`src/design/frad_pkg.sv`:
```
`timescale 1ns / 1ps
// ----------------------------------------------------------------------------
// frad_pkg: shared types and constants of the averaging decimator
// Field widths, scaling constants, the divider state type and the structs
// that pass between the window accumulator and the divider.
// ----------------------------------------------------------------------------
package frad_pkg;

	localparam int SAMPLE_W = 16;
	localparam int PCM_W = 16;
	localparam int RATIO_W = 24;
	localparam int PHASE_W = 25;
	localparam int SUM_W = 25;
	localparam int COUNT_W = 9;
	localparam int QUO_W = 15;
	localparam int STEP_W = 4;
	localparam int DVS_W = COUNT_W + QUO_W;
	localparam int SCALE_W = 15;
	localparam int PROD_W = SUM_W + SCALE_W;

	// The doubled mean scaled to PCM is sum * 65534 / (count * 32768),
	// which is sum * 32767 / (count * 16384).
	localparam logic [SCALE_W-1:0] PCM_SCALE = 15'd32767;
	localparam int SCALE_SHIFT = 14;

	localparam int DEF_RATIO_FRAC_BITS = 16;
	localparam longint NOMINAL_IN_RATE = 1789773;
	localparam longint OUTPUT_RATE = 44100;

	typedef enum logic [1:0] {
		DIV_IDLE,
		DIV_MUL,
		DIV_RUN,
		DIV_DONE
	} div_state_t;

	typedef struct packed {
		logic                      start;
		logic signed [SUM_W-1:0]   sum;
		logic [COUNT_W-1:0]        count;
	} win_req_t;

	typedef struct packed {
		logic busy;
		logic res_valid;
	} div_stat_t;

endpackage

```
`src/design/frad_window.sv`:
```
`timescale 1ns / 1ps
// ----------------------------------------------------------------------------
// frad_window: window accumulator and phase tracker
// Adds each sample to a saturating window sum, counts it, advances the phase
// and closes the window when the phase reaches the decimation ratio.
// ----------------------------------------------------------------------------
module frad_window import frad_pkg::*; #(
	parameter int RATIO_FRAC_BITS = DEF_RATIO_FRAC_BITS
) (
	input  logic                       clk,
	input  logic                       arst_n,
	input  logic                       accept,
	input  logic signed [SAMPLE_W-1:0] sample,
	input  logic [RATIO_W-1:0]         ratio,
	output win_req_t                   win
);

	localparam logic [PHASE_W-1:0] ONE_STEP = PHASE_W'(1) << RATIO_FRAC_BITS;
	localparam logic signed [SUM_W-1:0] SUM_MAX = {1'b0, {(SUM_W-1){1'b1}}};
	localparam logic signed [SUM_W-1:0] SUM_MIN = {1'b1, {(SUM_W-1){1'b0}}};

	logic [PHASE_W-1:0]      phase_q;
	logic signed [SUM_W-1:0] sum_q;
	logic [COUNT_W-1:0]      count_q;

	logic signed [SUM_W:0]   sum_ext;
	logic signed [SUM_W-1:0] sum_new;
	logic [COUNT_W-1:0]      count_new;
	logic [PHASE_W-1:0]      phase_inc;
	logic [PHASE_W-1:0]      ratio_ext;
	logic [PHASE_W-1:0]      ratio_eff;
	logic                    emit;

	always_comb begin
		sum_ext = {sum_q[SUM_W-1], sum_q}
			+ {{(SUM_W + 1 - SAMPLE_W){sample[SAMPLE_W-1]}}, sample};
		if (sum_ext[SUM_W] != sum_ext[SUM_W-1]) begin
			sum_new = sum_ext[SUM_W] ? SUM_MIN : SUM_MAX;
		end else begin
			sum_new = sum_ext[SUM_W-1:0];
		end
		count_new = (count_q == {COUNT_W{1'b1}}) ? count_q : count_q + 1'b1;
		phase_inc = phase_q + ONE_STEP;
		ratio_ext = {{(PHASE_W - RATIO_W){1'b0}}, ratio};
		ratio_eff = (ratio_ext < ONE_STEP) ? ONE_STEP : ratio_ext;
		emit = (phase_inc >= ratio_eff);
		win.start = accept && emit;
		win.sum = sum_new;
		win.count = count_new;
	end

	always_ff @(posedge clk or negedge arst_n) begin
		if (!arst_n) begin
			phase_q <= '0;
			sum_q <= '0;
			count_q <= '0;
		end else if (accept) begin
			if (emit) begin
				phase_q <= phase_inc - ratio_eff;
				sum_q <= '0;
				count_q <= '0;
			end else begin
				phase_q <= phase_inc;
				sum_q <= sum_new;
				count_q <= count_new;
			end
		end
	end

endmodule

```
`src/design/frad_div.sv`:
```
`timescale 1ns / 1ps
// ----------------------------------------------------------------------------
// frad_div: iterative mean divider
// Scales the window magnitude, then finds the quotient by count one bit per
// cycle with a shared compare and subtract, saturating at full scale.
// ----------------------------------------------------------------------------
module frad_div import frad_pkg::*; (
	input  logic                    clk,
	input  logic                    arst_n,
	input  win_req_t                win,
	input  logic                    res_take,
	output div_stat_t               stat,
	output logic signed [PCM_W-1:0] res_pcm
);

	div_state_t state_q;
	div_state_t state_nx;

	logic               neg_q;
	logic               sat_q;
	logic [SUM_W-1:0]   mag_q;
	logic [SUM_W-1:0]   rem_q;
	logic [DVS_W-1:0]   dvs_q;
	logic [QUO_W-1:0]   quo_q;
	logic [STEP_W-1:0]  step_q;

	logic [PROD_W-1:0]  prod;
	logic [SUM_W-1:0]   dvs_ext;
	logic               ge;
	logic               first;
	logic [QUO_W-1:0]   mag_res;

	always_comb begin
		prod = PROD_W'(mag_q) * PROD_W'(PCM_SCALE);
		dvs_ext = {{(SUM_W - DVS_W){1'b0}}, dvs_q};
		ge = (rem_q >= dvs_ext);
		first = (step_q == STEP_W'(QUO_W));
		mag_res = sat_q ? {QUO_W{1'b1}} : quo_q;
		res_pcm = neg_q ? -{1'b0, mag_res} : {1'b0, mag_res};
	end

	always_ff @(posedge clk or negedge arst_n) begin
		if (!arst_n) begin
			state_q <= DIV_IDLE;
		end else begin
			state_q <= state_nx;
		end
	end

	always_comb begin
		state_nx = state_q;
		stat.busy = 1'b1;
		stat.res_valid = 1'b0;
		unique case (state_q)
			DIV_IDLE: begin
				stat.busy = 1'b0;
				if (win.start) begin
					state_nx = DIV_MUL;
				end
			end
			DIV_MUL: begin
				state_nx = DIV_RUN;
			end
			DIV_RUN: begin
				if ((first && ge) || step_q == '0) begin
					state_nx = DIV_DONE;
				end
			end
			DIV_DONE: begin
				stat.res_valid = 1'b1;
				if (res_take) begin
					state_nx = DIV_IDLE;
				end
			end
			default: begin
				state_nx = DIV_IDLE;
			end
		endcase
	end

	always_ff @(posedge clk) begin
		unique case (state_q)
			DIV_IDLE: begin
				if (win.start) begin
					neg_q <= win.sum[SUM_W-1];
					mag_q <= win.sum[SUM_W-1] ? SUM_W'(-win.sum) : SUM_W'(win.sum);
					dvs_q <= {win.count, {QUO_W{1'b0}}};
					step_q <= STEP_W'(QUO_W);
					quo_q <= '0;
					sat_q <= 1'b0;
				end
			end
			DIV_MUL: begin
				rem_q <= prod[SCALE_SHIFT +: SUM_W];
			end
			DIV_RUN: begin
				if (first) begin
					sat_q <= ge;
				end else begin
					quo_q <= {quo_q[QUO_W-2:0], ge};
					if (ge) begin
						rem_q <= rem_q - dvs_ext;
					end
				end
				dvs_q <= dvs_q >> 1;
				step_q <= step_q - 1'b1;
			end
			DIV_DONE: begin
			end
			default: begin
			end
		endcase
	end

endmodule

```
`src/design/fractional_ratio_averaging_decimator.sv`:
```
`timescale 1ns / 1ps
// ----------------------------------------------------------------------------
// fractional_ratio_averaging_decimator: boxcar averaging decimator
// Averages Q1.15 samples over windows set by a Q8.16 ratio and emits the
// doubled, saturated window mean as 16-bit PCM.
// ----------------------------------------------------------------------------
// Channel   Direction  Handshake            Payload
// input     in         in_valid / in_stall  sample (16 bit signed)
// output    out        out_valid/out_stall  pcm_sample (16 bit signed)
// config    in         cfg_valid/cfg_ready  cfg_data (24 bit ratio)
//
// A request that does not close a window is only accumulated and does not
// stall the input. A request that closes a window is accumulated, then goes
// through the scaling multiply and the bit-serial divider with its single
// compare and subtract unit; input stalls until the divider result is taken.
// Reset loads the nominal ratio and clears the phase, sum and count.
// A finished result waits in the output register while new input is taken.
// ----------------------------------------------------------------------------
module fractional_ratio_averaging_decimator import frad_pkg::*; #(
	parameter int RATIO_FRAC_BITS = DEF_RATIO_FRAC_BITS
) (
	input  logic                       clk,
	input  logic                       arst_n,
	input  logic                       in_valid,
	output logic                       in_stall,
	input  logic signed [SAMPLE_W-1:0] sample,
	output logic                       out_valid,
	input  logic                       out_stall,
	output logic signed [PCM_W-1:0]    pcm_sample,
	input  logic                       cfg_valid,
	output logic                       cfg_ready,
	input  logic [RATIO_W-1:0]         cfg_data
);

	localparam logic [RATIO_W-1:0] RATIO_RESET =
		RATIO_W'((64'(NOMINAL_IN_RATE) << RATIO_FRAC_BITS) / OUTPUT_RATE);

	logic [RATIO_W-1:0]      ratio_q;
	logic                    out_valid_q;
	logic signed [PCM_W-1:0] pcm_q;

	logic                    in_accept;
	logic                    res_take;
	win_req_t                win;
	div_stat_t               div_stat;
	logic signed [PCM_W-1:0] res_pcm;

	assign cfg_ready = 1'b1;
	assign in_stall = div_stat.busy;
	assign in_accept = in_valid && !in_stall;
	assign res_take = div_stat.res_valid && (!out_valid_q || !out_stall);
	assign out_valid = out_valid_q;
	assign pcm_sample = pcm_q;

	always_ff @(posedge clk or negedge arst_n) begin
		if (!arst_n) begin
			ratio_q <= RATIO_RESET;
		end else if (cfg_valid && cfg_ready) begin
			ratio_q <= cfg_data;
		end
	end

	always_ff @(posedge clk or negedge arst_n) begin
		if (!arst_n) begin
			out_valid_q <= 1'b0;
		end else if (res_take) begin
			out_valid_q <= 1'b1;
		end else if (!out_stall) begin
			out_valid_q <= 1'b0;
		end
	end

	always_ff @(posedge clk) begin
		if (res_take) begin
			pcm_q <= res_pcm;
		end
	end

	frad_window #(
		.RATIO_FRAC_BITS(RATIO_FRAC_BITS)
	) u_window (
		.clk    (clk),
		.arst_n (arst_n),
		.accept (in_accept),
		.sample (sample),
		.ratio  (ratio_q),
		.win    (win)
	);

	frad_div u_div (
		.clk      (clk),
		.arst_n   (arst_n),
		.win      (win),
		.res_take (res_take),
		.stat     (div_stat),
		.res_pcm  (res_pcm)
	);

	a_start_idle: assert property (@(posedge clk) disable iff (!arst_n)
		win.start |-> !div_stat.busy)
		else $error("window closed while the divider was busy");

	a_pcm_range: assert property (@(posedge clk) disable iff (!arst_n)
		out_valid |-> pcm_sample != 16'sh8000)
		else $error("result outside the symmetric PCM range");

	a_res_hold: assert property (@(posedge clk) disable iff (!arst_n)
		div_stat.res_valid && !res_take |=> div_stat.res_valid && $stable(res_pcm))
		else $error("divider result lost before it was taken");

endmodule
```
`config.mk`:
```
export PLATFORM = sky130hd
export DESIGN_NAME = fractional_ratio_averaging_decimator
export DESIGN_NICKNAME = d
export VERILOG_FILES = /design/src/design/frad_pkg.sv /design/src/design/frad_window.sv /design/src/design/frad_div.sv /design/src/design/fractional_ratio_averaging_decimator.sv
export SDC_FILE = /design/constraint.sdc
export NUM_CORES = 1
export LEC_CHECK = 0
export BUFFER_PORTS_ARGS = -buffer_cell sky130_fd_sc_hd__buf_2
export CORE_MARGIN = 1.5
export CORE_UTILIZATION = 59
export CTS_BUF_LIST = sky130_fd_sc_hd__clkbuf_8
export DETAILED_ROUTE_END_ITERATION = 12
export GPL_TIMING_DRIVEN = 0
export PLACE_DENSITY = 0.76
export SLEW_MARGIN = 0
export SYNTH_ARGS = -nofsm -noshare
export SYNTH_HDL_FRONTEND = slang
export SYNTH_SLANG_ARGS = --single-unit
```
`constraint.sdc`:
```
create_clock -name clk -period 5.7 [get_ports clk]
set_input_delay 1.14 -clock clk [delete_from_list [all_inputs] [get_ports clk]]
set_output_delay 1.14 -clock clk [all_outputs]
set_load 0.02 [all_outputs]
```
; ---- After elaboration in Yosys (flattened, before gate mapping)
; Index checks and enable logic that the tools add are counted.
[classes]
add_sub_neg = 8
mul = 1
div = 0
order_cmp = 3
eq_ne = 13
n_shift = 0
n_mux = 31
bitwise = 0
reduce_logical = 18
[ops]
columns = cell, n
row1 = $mux 25, 6
row2 = $mux 24, 3
row3 = $mux 15, 4
row4 = $pmux 25 s2, 1
row5 = $pmux 24 s2, 1
row6 = $mul 25x15->39 const B, 1
row7 = $pmux 15 s2, 1
row8 = $add 25x16->26, 1
row9 = $add 25x17->25 const B, 1
row10 = $ge 25x24->1, 1
row11 = $ge 25x25->1, 1
row12 = $neg 25->25, 1
row13 = $sub 25x24->25, 1
row14 = $sub 25x25->25, 1
row15 = $lt 24x17->1 const B, 1
row16 = $mux 9, 2
row17 = $neg 15->16, 1
row18 = $reduce_and 3->1, 4
row19 = $ne 2x1->1 const B, 5
row20 = $add 9x1->9 const B, 1
row21 = $eq 9x9->1 const B, 1
row22 = $pmux 2 s4, 1
row23 = $pmux 4 s2, 1
row24 = $mux 1, 6
row25 = other kinds (16), 27
[word_totals]
reg_bits = 197
latchBits = 0
ram_bits = 0
rom_bits = 0
input_bits = 45
mem_count = 0

; ---- Logic depth before layout (Yosys ltp)
[depth]
word_depth = 6
depth_mapped = 29
depth_no_buf = 26

; ---- Cells and area by module
; A second synthesis with hierarchy kept.
[hier_totals]
cells_unflattened = 1989
area_unflattened_um2 = 19587.5
[by_module_without_submodules]
columns = mod, instances, cells_per_inst, area_each_um2
row1 = frad_div, 1, 1251, 12598.3
row2 = frad_window, 1, 665, 5441.5
row3 = fractional_ratio_averaging_decimator, 1, 73, 1547.7

; ---- Least setup slack after synthesis
; Ideal clock, no wire load.
[synth_path]
path_kind = input-to-reg
startpoint = input sample[7]
endpoint = register u_div.mag_q[22], data pin
setup_time_ns = 0.267
t_arrival_ns = 6.796
t_required_ns = 5.433
setup_slack_ns = -1.363
path_stages = 27
path_buffers = 4
cell_sequence = ha_1 > a21o_1 > a21o_1 > or3_1 > o211ai_1 > a21oi_1 > o31a_1 > o21a_1 > o21ai_0 > nor2b_1 > xnor2_1 > ha_1 > clkbuf_1 > clkbuf_1 > clkbuf_1 > clkbuf_1 > nor2_1 > nor2_1 > ha_1 > o21ai_0 > or4_4 > or3_4 > nor3_4 > a21o_2 > nand3b_2 > o21ai_2 > xnor2_1
[synth_via]
elab_chain_cells = 5
[synth_lines]
columns = element, line_no
row1 = start: declaration, fractional_ratio_averaging_decimator.sv:26  ; input logic signed [SAMPLE_W-1:0] sample,
row2 = $add 25x16->26 *, frad_window.sv:36  ; + {{(SUM_W + 1 - SAMPLE_W){sample[SAMPLE_W-1]}}, sample};
row3 = $mux 25 / $ne 1x1->1 (equally long branches), "frad_window.sv:38, frad_window.sv:37"
row4 = $mux 25 *, frad_window.sv:37  ; if (sum_ext[SUM_W] != sum_ext[SUM_W-1]) begin
row5 = $neg 25->25, frad_div.sv:86  ; mag_q <= win.sum[SUM_W-1] ? SUM_W'(-win.sum) : SUM_W'(win.sum);
row6 = $mux 24 *, frad_div.sv:86
row7 = end signal: assignment, frad_div.sv:86
row8 = end: declaration, frad_div.sv:21  ; logic [SUM_W-1:0] mag_q;
; Every way passes the cells marked *; elsewhere a longest branch is shown, timed or not.
; A chain may end at the register's enable or synchronous reset.

; ---- Worst setup path after layout
[layout_path]
startpoint = register u_div.mag_q[10]
endpoint = register u_div.rem_q[10], data pin
[layout_via]
elab_chain_cells = 2
[layout_lines]
columns = element, line_no
row1 = $mul 25x15->39, frad_div.sv:34  ; prod = PROD_W'(mag_q) * PROD_W'(PCM_SCALE);
row2 = $pmux 25 s2, frad_div.sv:82  ; unique case (state_q)
row3 = end signal: assignment, frad_div.sv:94  ; rem_q <= prod[SCALE_SHIFT +: SUM_W];
row4 = end signal: assignment, frad_div.sv:102  ; rem_q <= rem_q - dvs_ext;
row5 = end: declaration, frad_div.sv:22  ; logic [SUM_W-1:0] rem_q;
; Every way passes these cells.

==> impl_metrics.yaml <==
critical_path:
  r2r_end: "u_div.rem_q[10]"
  reg2reg_depth: 20
  path_class: "register to register"
  ff2ff_setup_slack_ns: -0.48
  start_kind: "register"
  worst_ep_required_time_ns: 5.96
  path_max_fanout: 4
  reg2reg_from: "u_div.mag_q[10]"
  end_kind: "register"
  critPathArrivalTime_ns: 6.44
die:
  core_mm2: 0.03245
  dieArea_mm2: 0.03406
  std_cell_rows: 66
  start_util_pct: 59.93
  die_h_um: 184.6
  chipWidth_um: 184.6
  io_pins: 64
run_status:
  violations: "setup timing"
  outcome: "finished, violations left"
global_route:
  grt_pass1_vias: 15250
  grt_usage_pct: 27.88
  antenna_found_initial: 0
  overflow: 0
  grt_pass1_wl_um: 74550
  grt_max_degree: 65
sta:
  finalClockSkew_ns: 0.02140
  period_needed_ns: 6.177
  layout_setup_ws_ns: -0.4769
  fin_crit_sh_pct: 108.4
  finalSetupViolations: 29
  relSlewSlack_pct: 15.24
  fmax_mhz: 161.9
  finalMaxSlewViolations: 0
  hold_violations: 0
  worst_slew_pin_slew_ns: 1.271
  rsz0062_at_grt: "true"
logic_synthesis:
  ys_ff_latch: 197
  ys_seq_area_share_pct: 28.27
  synth_cells: 2017
  syn_area_mm2: 0.01945
  syn_area_per_cell_um2: 9.642
  synthArstFlopShare_pct: 43.65
  ys_warn_count: 0
  synth_ff_type: "edfxtp_1"
  syn_nets: 2418
  synth.distinct_cells: 93
  synth_edf_count: 111
cts:
  clk_pin_slew_worst_paths_ns: 0.11
  cts_tree: "built"
  cts_root_buf: "clkbuf_8"
  cts.sinks: 197
  hold_buffers: 0
  clk_latency_ns: 0.52
  cts_max_level: 4
  numCtsBuffers: 17
  clk_path_buf_depth: 2
final_layout:
  drive_gt1_share_pct: 20.85
  final_cells: 2639
  area_growth_syn_to_layout_pct: 15.97
  fillers: 2392
  nets: 2585
  fin_util_pct: 69.50
  final_cell_mix: "273 x inv_1, 146 x nand2_1, 146 x fa_1, 140 x ha_1, 134 x nor2_1"
  layout_commonest_cell: "inv_1"
  antenna_cells: 0
  final_area_mm2: 0.02255
worst_hold_path:
  hold_class: "register to register"
  whs_endpoint: "u_window.sum_q[10]"
  min_path_cells: 2
  hp-start: "u_window.sum_q[10]"
placed_design:
  placed_cell_area_mm2: 0.02069
  dpl.cell_count: 2523
  portBuffers: 62
  globalplace.congestion: 0.9269
  hpwlAfterDp_um: 35000
route:
  antenna_left: 0
  first_pass_iters: 6
  via_per_inst: 5.839
  wl_um: 47310
  post_drt_wl_per_cell_um: 17.93
  drc_errors: 0
  vias: 15410
  drtIter0Drc: 1385
flow_run:
  drv_cap: 0
## cell usage after synthesis (4+ instances only)
cell type / n / area share (%)
a211oi_1: 9 / 0.35
ha_1: 171 / 11
xnor2_1: 60 / 2.7
o31ai_1: 31 / 1.2
nand2b_1: 14 / 0.45
o211a_1: 4 / 0.21
nor3_1: 32 / 0.82
nand3_1: 30 / 0.77
fa_1: 185 / 19
o2111ai_1: 7 / 0.32
nor4_1: 8 / 0.26
nand2_1: 151 / 2.9
a211o_1: 4 / 0.18
dfrtp_1: 76 / 9.8
edfxtp_1: 111 / 17
nand4_1: 15 / 0.48
a31oi_1: 20 / 0.64
a21oi_1: 94 / 2.4
or3_1: 19 / 0.61
a41oi_1: 7 / 0.32
nor2_1: 143 / 2.8
inv_1: 316 / 6.1
and2_1: 22 / 0.71
a21o_1: 53 / 2.0
a31o_2: 4 / 0.18
or2_2: 9 / 0.29
mux2_2: 21 / 1.2
a21boi_0: 6 / 0.23
dfstp_2: 10 / 1.4
buf_1: 6 / 0.12
mux2i_1: 9 / 0.46
o21bai_1: 14 / 0.54
nor2b_1: 17 / 0.55
o21ai_0: 115 / 3.0
xor2_1: 50 / 2.3
o22ai_1: 8 / 0.26
o211ai_1: 10 / 0.39
nor3b_1: 4 / 0.15
o21a_1: 16 / 0.62
clkbuf_1: 45 / 0.87
and3_1: 15 / 0.48
## timing repair
item                       CTS  global route
gates resized for setup    112           101
gates cloned                 2             0
setup endpoints to repair   78           101
pin swaps                   87           126
buffers inserted            46            40
## state kept, by name, indices dropped and copies added (netlist names)
signal,flops
u_div.state_q,2
u_div.rem_q,25
u_div.mag_q,25
ratio_q,24
u_div.neg_q,1
u_div.dvs_q,24
u_div.sat_q,1
out_valid,1
u_div.step_q,4
u_window.sum_q,25
u_div.quo_q,15
pcm_sample,16
u_window.count_q,9
u_window.phase_q,25
## worst max-delay path by stage
stage | startpoint | endpoint | slack, ns | cells after the start
2_1_floorplan | sample[7] | u_div.mag_q[22] | -0.51 | 27
3_3_place_gp | sample[7] | u_div.mag_q[22] | -1.19 | 28
3_5_place_dp | sample[0] | u_div.mag_q[22] | -1.25 | 30
4_1_cts | u_div.mag_q[18] | u_div.rem_q[22] | -0.37 | 20
5_1_grt | u_div.mag_q[11] | u_div.rem_q[22] | -0.65 | 20
6_report | u_div.mag_q[10] | u_div.rem_q[10] | -0.48 | 20
## through the flow
step,setup TNS (ns),setup WS [ns],hold slack [ns]
3_5_place_dp,-61.73,-1.251,0.4718
4_1_cts,-6.652,-0.3686,0.4953
6_report,-7.460,-0.4769,0.4919
5_1_grt,-12.96,-0.6488,0.5038
3_3_place_gp,-53.93,-1.194,0.4638
2_1_floorplan,-3.878,-0.5081,0.4498
## kinds of logic (layout without fill, tap and decap cells)
| family | count (synthesis) | count (layout) | share of synthesized area [%] |
|---|---|---|---|
| fa+ha+maj | 356 | 356 | 30.04 |
| buf+inv | 372 | 552 | 7.276 |
| mux | 32 | 32 | 1.814 |
| other cells | 1 | 1 | 0.01928 |
| compound gates | 443 | 443 | 14.91 |
| flops | 197 | 197 | 28.27 |
| xor+xnor | 110 | 110 | 4.954 |
| simple gates | 506 | 506 | 12.72 |
## final cells by class
| class | count | area [um2] | area share, % |
|---|---|---|---|
| well taps | 442 | 553.0 | 2.452 |
| clock inverters | 14 | 141.4 | 0.6269 |
| multi-input cells | 1448 | 13570 | 60.15 |
| clock buffers | 18 | 247.7 | 1.098 |
| flip-flops and latches | 197 | 5498 | 24.38 |
| inverters | 317 | 1212 | 5.376 |
| repair buffers | 149 | 1037 | 4.599 |
| plain buffers | 52 | 285.3 | 1.265 |
| repair inverters | 2 | 12.51 | 0.05548 |
## metal layers
layer | track usage (%) | share of wire [%] | up-vias
met5 | 0 | 0 | -
met4 | 9.344 | 2.6 | 0
met3 | 4.051 | 5.3 | 103
met2 | 46.91 | 50 | 535
met1 | 37.03 | 42 | 7565
li1 | - | - | 7206
## worst max-delay path, stage by stage, from the launching register on
cell,delay [ns]
edfxtp_1,0.49
fa_2,0.56
buf_6,0.15
fa_2,0.59
fa_1,0.47
fa_1,0.51
fa_1,0.56
inv_1,0.05
fa_1,0.49
inv_2,0.05
ha_4,0.21
a21o_1,0.19
a211oi_2,0.20
o211a_1,0.23
o32ai_4,0.11
buf_4,0.16
o21a_1,0.21
o21a_2,0.25
or3_4,0.34
nand2_2,0.08
o21ai_1,0.05
Power is not shown: default switching activity piles up to over one toggle a cycle in this logic, so the estimate is an artifact.
